--- config.mk ---
export PLATFORM = sky130hd
export DESIGN_NAME = staircase_ramp_profile
export DESIGN_NICKNAME = d
export VERILOG_FILES = /design/src/design/srp_pkg.sv /design/src/design/srp_muldiv.sv /design/src/design/staircase_ramp_profile.sv
export SDC_FILE = /design/constraint.sdc
export NUM_CORES = 1
export LEC_CHECK = 0
export ABC_AREA = 1
export BUFFER_PORTS_ARGS = -buffer_cell sky130_fd_sc_hd__buf_2
export CAP_MARGIN = 40
export CORE_ASPECT_RATIO = 1.5
export CORE_MARGIN = 3
export CORE_UTILIZATION = 25
export CTS_CLUSTER_DIAMETER = 30
export DETAILED_ROUTE_END_ITERATION = 10
export MAX_ROUTING_LAYER = met4
export PLACE_DENSITY = 0.36
export SLEW_MARGIN = 20
export SYNTH_ARGS = -nofsm -noshare
export SYNTH_HDL_FRONTEND = slang
export SYNTH_SLANG_ARGS = --single-unit
export TNS_END_PERCENT = 5
--- constraint.sdc ---
create_clock -name clk -period 23.4 [get_ports clk]
set_input_delay 0 -clock clk [delete_from_list [all_inputs] [get_ports clk]]
set_output_delay 0 -clock clk [all_outputs]
set_load 0.03 [all_outputs]
--- src/design/srp_pkg.sv ---
// Shared types and constants for the staircase ramp profile generator.
// Used by the top level and the multiply-divide unit; depends on nothing.
`default_nettype none

package srp_pkg;

	localparam int MAX_W      = 15;  // max_reference
	localparam int STEP_W     = 8;   // step_count, step index
	localparam int TICK_W     = 16;  // ramp, hold and down tick counts
	localparam int CNT_W      = 17;  // tick counter
	localparam int REF_W      = 16;  // signed reference field
	localparam int CFG_DATA_W = 16;
	localparam int CFG_IDX_W  = 3;
	localparam int PROD_W     = 32;  // product register of the divider
	localparam int DIV_RADIX_BITS = 2;
	localparam int REF_BITS_DEF   = 16;

	localparam logic [CFG_IDX_W-1:0] CFG_MAX_REFERENCE = 3'd0;
	localparam logic [CFG_IDX_W-1:0] CFG_STEP_COUNT    = 3'd1;
	localparam logic [CFG_IDX_W-1:0] CFG_RAMP_TICKS    = 3'd2;
	localparam logic [CFG_IDX_W-1:0] CFG_HOLD_TICKS    = 3'd3;
	localparam logic [CFG_IDX_W-1:0] CFG_DOWN_TICKS    = 3'd4;
	localparam logic [CFG_IDX_W-1:0] CFG_REPEAT_ENABLE = 3'd5;

	localparam logic [MAX_W-1:0]  RST_MAX_REFERENCE = 15'd16384;
	localparam logic [STEP_W-1:0] RST_STEP_COUNT    = 8'd4;
	localparam logic [TICK_W-1:0] RST_RAMP_TICKS    = 16'd100;
	localparam logic [TICK_W-1:0] RST_HOLD_TICKS    = 16'd100;
	localparam logic [TICK_W-1:0] RST_DOWN_TICKS    = 16'd400;

	typedef enum logic [2:0] {
		ST_IDLE,
		ST_LO,
		ST_HI,
		ST_FRAC,
		ST_DOWN,
		ST_EMIT
	} srp_state_t;

	// One request to the shared unit: q = floor(a * b / d)
	typedef struct packed {
		logic              start;
		logic [MAX_W-1:0]  a;
		logic [TICK_W-1:0] b;
		logic [TICK_W-1:0] d;
	} srp_div_req_t;

endpackage

`default_nettype wire

--- src/design/srp_muldiv.sv ---
// Shared multiply-divide unit: registered a*b, then restoring division,
// two quotient bits per cycle. Depends on srp_pkg.
`default_nettype none

module srp_muldiv
	import srp_pkg::*;
(
	input  wire logic               clk,
	input  wire logic               arst_n,
	input  wire srp_div_req_t       req,
	output logic                    done,
	output logic [MAX_W-1:0]        q
);

	localparam int STEPS = PROD_W / DIV_RADIX_BITS;
	localparam int SC_W  = $clog2(STEPS);

	logic              busy_q;
	logic              done_q;
	logic [SC_W-1:0]   step_q;
	logic [PROD_W-1:0] num_q;
	logic [TICK_W-1:0] rem_q;
	logic [TICK_W-1:0] den_q;

	logic [PROD_W-2:0] prod;
	logic [TICK_W:0]   r1, t1, r2, t2;
	logic              ge1, ge2;

	assign prod = (PROD_W-1)'(req.a) * (PROD_W-1)'(req.b);

	always_comb begin
		r1  = {rem_q, num_q[PROD_W-1]};
		ge1 = r1 >= {1'b0, den_q};
		t1  = ge1 ? r1 - {1'b0, den_q} : r1;
		r2  = {t1[TICK_W-1:0], num_q[PROD_W-2]};
		ge2 = r2 >= {1'b0, den_q};
		t2  = ge2 ? r2 - {1'b0, den_q} : r2;
	end

	always_ff @(posedge clk or negedge arst_n) begin
		if (!arst_n) begin
			busy_q <= 1'b0;
			done_q <= 1'b0;
			step_q <= '0;
		end else begin
			done_q <= 1'b0;
			if (req.start) begin
				busy_q <= 1'b1;
				step_q <= '0;
			end else if (busy_q) begin
				step_q <= step_q + SC_W'(1);
				if (step_q == SC_W'(STEPS - 1)) begin
					busy_q <= 1'b0;
					done_q <= 1'b1;
				end
			end
		end
	end

	always_ff @(posedge clk) begin
		if (req.start) begin
			num_q <= {1'b0, prod};
			rem_q <= '0;
			den_q <= req.d;
		end else if (busy_q) begin
			num_q <= {num_q[PROD_W-3:0], ge1, ge2};
			rem_q <= t2[TICK_W-1:0];
		end
	end

	assign done = done_q;
	// b never exceeds d in any use, so the quotient stays within a
	assign q = num_q[MAX_W-1:0];

endmodule

`default_nettype wire

--- src/design/staircase_ramp_profile.sv ---
// Channel | dir | signals                                  | transfer when
// in      | in  | in_valid, in_stall, restart              | in_valid & !in_stall
// out     | out | out_valid, out_stall, reference,         | out_valid & !out_stall
//         |     | cycle_complete, finished                 |
// cfg     | in  | cfg_we, cfg_index, cfg_data              | cfg_we
//
// A ramp tick of a step runs three multiply-divides (step start level, step end
// level, ramp fraction) on the shared unit, one after another. A hold tick runs
// two of them, a ramp-down tick one; restart and stopped ticks run none, nor
// does the end of a ramp-down. in_stall is high while an item is worked on and
// while a finished result waits for a full output register.
// Reset is asynchronous and leaves the generator stopped until a restart.
// Top level; depends on srp_pkg and srp_muldiv.
`default_nettype none

module staircase_ramp_profile
	import srp_pkg::*;
#(
	parameter int REF_BITS = REF_BITS_DEF
) (
	input  wire logic                   clk,
	input  wire logic                   arst_n,
	input  wire logic                   in_valid,
	output logic                        in_stall,
	input  wire logic                   restart,
	output logic                        out_valid,
	input  wire logic                   out_stall,
	output logic signed [REF_W-1:0]     reference,
	output logic                        cycle_complete,
	output logic                        finished,
	input  wire logic                   cfg_we,
	input  wire logic [CFG_IDX_W-1:0]   cfg_index,
	input  wire logic [CFG_DATA_W-1:0]  cfg_data
);

	localparam logic [31:0] REF_LIM = 32'((64'(1) << (REF_BITS - 1)) - 64'(1));

	// configuration
	logic [MAX_W-1:0]  max_q;
	logic [STEP_W-1:0] steps_q;
	logic [TICK_W-1:0] ramp_q;
	logic [TICK_W-1:0] hold_q;
	logic [TICK_W-1:0] down_q;
	logic              rep_q;

	// sequence state
	srp_state_t        state_q, state_d;
	logic [CNT_W-1:0]  cnt_q;
	logic [STEP_W-1:0] sidx_q;
	logic              down_phase_q;
	logic              rev_q;
	logic              stopped_q;

	// per-item work registers
	logic [STEP_W-1:0] k_q;
	logic [TICK_W-1:0] c_q;
	logic              inramp_q;
	logic [MAX_W-1:0]  lo_q;
	logic [MAX_W-1:0]  mag_q;
	logic              cyc_q;
	logic              fin_q;

	// output register
	logic              out_valid_q;
	logic [REF_W-1:0]  ref_q;
	logic              cyc_out_q;
	logic              fin_out_q;

	srp_div_req_t      div_req;
	logic              div_done;
	logic [MAX_W-1:0]  div_q;

	logic              accept, go_tick, out_free;
	logic [STEP_W-1:0] divv, k_src, klo;
	logic [STEP_W:0]   k_next, khi;
	logic              down_end, step_end;
	logic [CNT_W-1:0]  cnt_inc;
	logic [STEP_W-1:0] sidx_inc;
	logic [MAX_W-1:0]  sat;

	srp_muldiv u_muldiv (
		.clk    (clk),
		.arst_n (arst_n),
		.req    (div_req),
		.done   (div_done),
		.q      (div_q)
	);

	assign accept   = in_valid && (state_q == ST_IDLE);
	assign go_tick  = accept && !restart && !stopped_q;
	assign out_free = !out_valid_q || !out_stall;

	always_comb begin
		divv     = (steps_q == '0) ? STEP_W'(1) : steps_q;
		k_src    = (state_q == ST_IDLE) ? sidx_q : k_q;
		klo      = (k_src > divv) ? divv : k_src;
		k_next   = {1'b0, k_src} + (STEP_W+1)'(1);
		khi      = (k_next > {1'b0, divv}) ? {1'b0, divv} : k_next;
		down_end = cnt_q >= {1'b0, down_q};
		cnt_inc  = cnt_q + CNT_W'(1);
		step_end = cnt_inc >= ({1'b0, ramp_q} + {1'b0, hold_q});
		sidx_inc = sidx_q + STEP_W'(1);
		sat      = ({17'b0, mag_q} > REF_LIM) ? REF_LIM[MAX_W-1:0] : mag_q;
	end

	// next state
	always_comb begin
		state_d = state_q;
		unique case (state_q)
			ST_IDLE: begin
				if (go_tick) begin
					if (!down_phase_q)
						state_d = ST_LO;
					else if (down_end)
						state_d = ST_EMIT;
					else
						state_d = ST_DOWN;
				end
			end
			ST_LO:   if (div_done) state_d = ST_HI;
			ST_HI:   if (div_done) state_d = inramp_q ? ST_FRAC : ST_EMIT;
			ST_FRAC: if (div_done) state_d = ST_EMIT;
			ST_DOWN: if (div_done) state_d = ST_EMIT;
			ST_EMIT: if (out_free) state_d = ST_IDLE;
			default: state_d = ST_IDLE;
		endcase
	end

	// unit requests and handshake
	always_comb begin
		div_req  = '0;
		in_stall = (state_q != ST_IDLE);
		unique case (state_q)
			ST_IDLE: begin
				if (go_tick && down_phase_q && !down_end) begin
					div_req.start = 1'b1;
					div_req.a     = max_q;
					div_req.b     = down_q - cnt_q[TICK_W-1:0];
					div_req.d     = down_q;
				end else if (go_tick && !down_phase_q) begin
					div_req.start = 1'b1;
					div_req.a     = max_q;
					div_req.b     = TICK_W'(klo);
					div_req.d     = TICK_W'(divv);
				end
			end
			ST_LO: begin
				if (div_done) begin
					div_req.start = 1'b1;
					div_req.a     = max_q;
					div_req.b     = TICK_W'(khi);
					div_req.d     = TICK_W'(divv);
				end
			end
			ST_HI: begin
				if (div_done && inramp_q) begin
					div_req.start = 1'b1;
					div_req.a     = div_q - lo_q;
					div_req.b     = c_q;
					div_req.d     = ramp_q;
				end
			end
			ST_FRAC, ST_DOWN, ST_EMIT: begin
			end
			default: begin
			end
		endcase
	end

	always_ff @(posedge clk or negedge arst_n) begin
		if (!arst_n) begin
			max_q        <= RST_MAX_REFERENCE;
			steps_q      <= RST_STEP_COUNT;
			ramp_q       <= RST_RAMP_TICKS;
			hold_q       <= RST_HOLD_TICKS;
			down_q       <= RST_DOWN_TICKS;
			rep_q        <= 1'b0;
			state_q      <= ST_IDLE;
			cnt_q        <= '0;
			sidx_q       <= '0;
			down_phase_q <= 1'b0;
			rev_q        <= 1'b0;
			stopped_q    <= 1'b1;
			out_valid_q  <= 1'b0;
		end else begin
			state_q <= state_d;
			if (cfg_we) begin
				unique case (cfg_index)
					CFG_MAX_REFERENCE: max_q   <= cfg_data[MAX_W-1:0];
					CFG_STEP_COUNT:    steps_q <= cfg_data[STEP_W-1:0];
					CFG_RAMP_TICKS:    ramp_q  <= cfg_data;
					CFG_HOLD_TICKS:    hold_q  <= cfg_data;
					CFG_DOWN_TICKS:    down_q  <= cfg_data;
					CFG_REPEAT_ENABLE: rep_q   <= cfg_data[0];
					default: begin
					end
				endcase
			end

			if (accept && restart) begin
				cnt_q        <= '0;
				sidx_q       <= '0;
				down_phase_q <= 1'b0;
				rev_q        <= 1'b0;
				stopped_q    <= 1'b0;
			end else if (go_tick) begin
				if (down_phase_q) begin
					if (down_end) begin
						// end of ramp-down: next staircase starts at counter 1
						down_phase_q <= 1'b0;
						sidx_q       <= '0;
						cnt_q        <= CNT_W'(1);
						rev_q        <= !rev_q;
						if (rev_q && !rep_q)
							stopped_q <= 1'b1;
					end else begin
						cnt_q <= cnt_inc;
					end
				end else if (step_end) begin
					cnt_q  <= '0;
					sidx_q <= sidx_inc;
					if (sidx_inc >= divv)
						down_phase_q <= 1'b1;
				end else begin
					cnt_q <= cnt_inc;
				end
			end

			if (state_q == ST_EMIT && out_free)
				out_valid_q <= 1'b1;
			else if (!out_stall)
				out_valid_q <= 1'b0;
		end
	end

	always_ff @(posedge clk) begin
		if (go_tick) begin
			k_q      <= sidx_q;
			c_q      <= cnt_q[TICK_W-1:0];
			inramp_q <= cnt_q < {1'b0, ramp_q};
			mag_q    <= '0;
			cyc_q    <= down_phase_q && down_end && rev_q;
			fin_q    <= down_phase_q && down_end && rev_q && !rep_q;
		end
		if (div_done) begin
			unique case (state_q)
				ST_LO:   lo_q  <= div_q;
				ST_HI:   mag_q <= div_q;
				ST_FRAC: mag_q <= lo_q + div_q;
				ST_DOWN: mag_q <= div_q;
				default: begin
				end
			endcase
		end
		if (state_q == ST_EMIT && out_free) begin
			ref_q     <= rev_q ? REF_W'(0) - {1'b0, sat} : {1'b0, sat};
			cyc_out_q <= cyc_q;
			fin_out_q <= fin_q;
		end
	end

	assign out_valid      = out_valid_q;
	assign reference      = $signed(ref_q);
	assign cycle_complete = cyc_out_q;
	assign finished       = fin_out_q;

endmodule

`default_nettype wire

==> impl_results.md <==
* Max cap viols at 0
* Fin crit share at 40.4%
* Clock sinks at 249
* Area delta synth->final at 17.7%
* Clock Latency Late Sink at 0.66 ns
* WL per Instance at 19.3 µm
* Share of synthesized registers carrying an async set or reset at 44.2%
* Critical R2R Launch: state_q[1]
* Dpl cell area at 0.0280 mm²
* Hold EP: max_q[3]
* Setup CP Type: reg -> reg
* Initial antenna violation count at 2
* Post-synthesis cell type count at 61
* Syn Nets at 3,907
* CP Data Required Time at 23.76 ns
* Delay-heaviest family, CP: adder cells
* Register-to-register setup slack at 13.95 ns
* Routed wire length at 96,500 µm
* CTS buffer count at 73
* Post-route DRC at 0
* Design Area, Final at 0.0308 mm²
* Min cycle time layout at 9.45 ns
* Largest net degree at the start of global routing at 52
* Crit path max fanout at 16
* Fmax at 0.106 GHz
* Hold Path Depth at 5
* Post-route ant nets at 0
* Final setup vio count at 0
* Total of warnings raised by yosys at 0
* Most common cell after layout, fill and taps aside: nand2_1
* Final TNS setup at 0 ns
* Most frequent cells in the layout: nand2_1, inv_1, ha_1
* Drt first pass iters at 7
* Iteration-0 DRC count of the detailed router at 1,045
* Root Driver: clkbuf_16
* Sequential share of the synthesized area at 25.3%
* Filler Cell Count at 11,286
* Core ar. at 0.103 mm²
* Worst-case reg-to-reg path depth at 38
* Final HPWL DP at 78,700 µm
* CTS tree: yes
* Post-Synthesis Cells at 3,433
* # IOs at 45
* Busiest grt layer: met2
* Pins Over Slew Limit at 0
* CP startpoint kind: register
* Total gr overflow at 0
* Hold Crit Class: in -> reg
* Nets@finish at 4,013
* RePlAce Congestion at 0.896
* Slowest CP cell: fa_1
* Fin. Hold Viols at 0
* Met3 usage at 1.74%
* Clk_skew at 0.0491 ns
* Number of global-route vias before repair at 24,348
* Post-CTS setup buffer count at 0
* Arrival @ worst endpoint at 9.81 ns
* Syn_area_per_cell at 7.63 µm²
* Critical Path End Type: register
* First-pass GRT wire length at 148,000 µm
* Pwr Density at 114 mW/mm²
* Die span in y at 402 µm
* Post-CTS sizing at 0
* Status: finished, final reports clean
* Worst Min Path Start: cfg_we
* Hold buffer count at cts at 29
* CP max stage delay at 0.55 ns
* Tightest Pin Transition at 0.833 ns
* Met1 Use GR at 19.3%
* Met2 Use GR at 35.7%
* # port buffers at 44
* All-Layer GR Usage at 18.4%
* Die area at 0.109 mm²
* Num rows at 144
* Top FF cell, synth: edfxtp_1
* Post-Syn Area at 0.0262 mm²
* Number of synthesized flops with an enable pin at 107
* Vias/cell at 4.50
* Clock-pin slew on the worst setup and hold paths at 0.04 ns
* Leakage power at 15.7 nW
* Reg2reg end: u_muldiv.num_q[24]
* WP depth at 38
* Max-Slew Margin vs Limit at 44.5%
* Clk buf depth at 3
* Worst path bufs/invs at 7
* Die Span X at 270 µm
* Share of layout cells above drive strength 1 at 7.94%
* Synthesized flop and latch total at 249
* Initial core utilization at 25.4%
* RSZ-0062 raised after global routing: no
* Via count at 22,463
* Worst vdd rail ir drop at 0.0987 mV
* H-tree depth at 3
area by class of cell:
type                       count  area (µm²)  share of cell area [%]
antenna                        1        2.50                 0.00812
clock buffer                  92        1980                    6.42
clock inverter                44         505                    1.64
inverter                     647        2430                    7.88
multi-input combinational   2453       16700                    54.2
sequential                   249        6620                    21.5
tap                         1387        1740                    5.63
timing repair buffer         115         858                    2.78
power by group:
part	total, mW	internal [mW]	switching [mW]
Combinational	1.80	0.590	1.21
Clock	0.997	0.660	0.337
Sequential	0.710	0.598	0.112
Total	3.51	1.85	1.66
metal layers:
layer | vias up | share of wire (%) | wire length [µm]
li1 | 11163 | - | -
met1 | 10835 | 39 | 37800
met2 | 326 | 56 | 53600
met3 | 139 | 2.4 | 2360
met4 | 0 | 2.9 | 2800
met5 | - | 0 | 0
stage by stage:
step / util, % / setup slack [ns] / power [mW] / hold WS, ns / std cells
floorplan: - / 15.34 / 1.96 / -0.296 / 3433
global placement: 27.1 / 14.05 / 2.55 / 0.128 / 4815
detailed placement: 27.2 / 13.95 / 2.53 / 0.124 / 4820
CTS: 29.8 / 13.93 / 3.57 / 0.0248 / 4985
global route: 29.9 / 13.36 / 3.82 / 0.137 / 4987
finish: 29.9 / 13.95 / 3.51 / 0.0868 / 4988
cells by family (layout without fill, tap and decap cells):
| logic type | count (synthesis) | in the layout | share of synthesized area (%) |
|---|---|---|---|
| AO/OA/AOI/OAI | 511 | 511 | 11.0 |
| XOR/XNOR | 104 | 104 | 3.48 |
| adder cells (fa/ha/maj) | 449 | 449 | 26.8 |
| buffers and inverters | 731 | 898 | 11.0 |
| flip-flops | 249 | 249 | 25.3 |
| other | 0 | 1 | 0 |
| AND/OR/NAND/NOR | 1389 | 1389 | 22.5 |
flip-flops by register name, indices dropped and copies added, names as in the netlist, 4 cells and up:
| register | cells |
|---|---|
| u_muldiv.num_q | 32 |
| cnt_q | 17 |
| c_q | 16 |
| down_q | 16 |
| hold_q | 16 |
| ramp_q | 16 |
| reference | 16 |
| u_muldiv.den_q | 16 |
| u_muldiv.rem_q | 16 |
| lo_q | 15 |
| mag_q | 15 |
| max_q | 15 |
| k_q | 8 |
| sidx_q | 8 |
| steps_q | 8 |
| u_muldiv.step_q | 4 |
worst min-delay path: stages:
cell	delay, ns
buf_2	0.11
inv_1	0.04
nor2_1	0.07
nand2_1	0.34
o21ai_0	0.13
worst max path at each step:
stage                                    end  slack [ns]  startpoint
after global placement    u_muldiv.num_q[24]       14.05  state_q[1]
after floorplan           u_muldiv.num_q[18]       15.34  state_q[1]
after detailed placement  u_muldiv.num_q[24]       13.95  state_q[1]
after global routing      u_muldiv.num_q[24]       13.36  state_q[1]
final                     u_muldiv.num_q[24]       13.95  state_q[1]
after CTS                 u_muldiv.num_q[24]       13.93  state_q[1]
synth_stat cells, drive strengths merged (10+ instances only):
master / number / share of area (%)
nand4: 31 / 0.86
nor3: 32 / 0.67
nand3b: 10 / 0.29
dfrtp: 98 / 9.4
clkbuf: 29 / 0.42
nand3: 174 / 3.6
nor2: 184 / 2.8
nand2: 929 / 14
o21bai: 19 / 0.54
ha: 263 / 13
inv: 644 / 9.2
a21o: 12 / 0.34
o21ai: 219 / 4.3
dfxtp: 32 / 2.4
a31oi: 16 / 0.38
xnor2: 44 / 1.5
xor2: 60 / 2.0
dfstp: 12 / 1.2
o22ai: 26 / 0.62
buf: 55 / 1.3
edfxtp: 107 / 12
fa: 186 / 14
a22oi: 10 / 0.29
a21oi: 170 / 3.3
and2: 11 / 0.26
(Power assumes the default switching activity.)
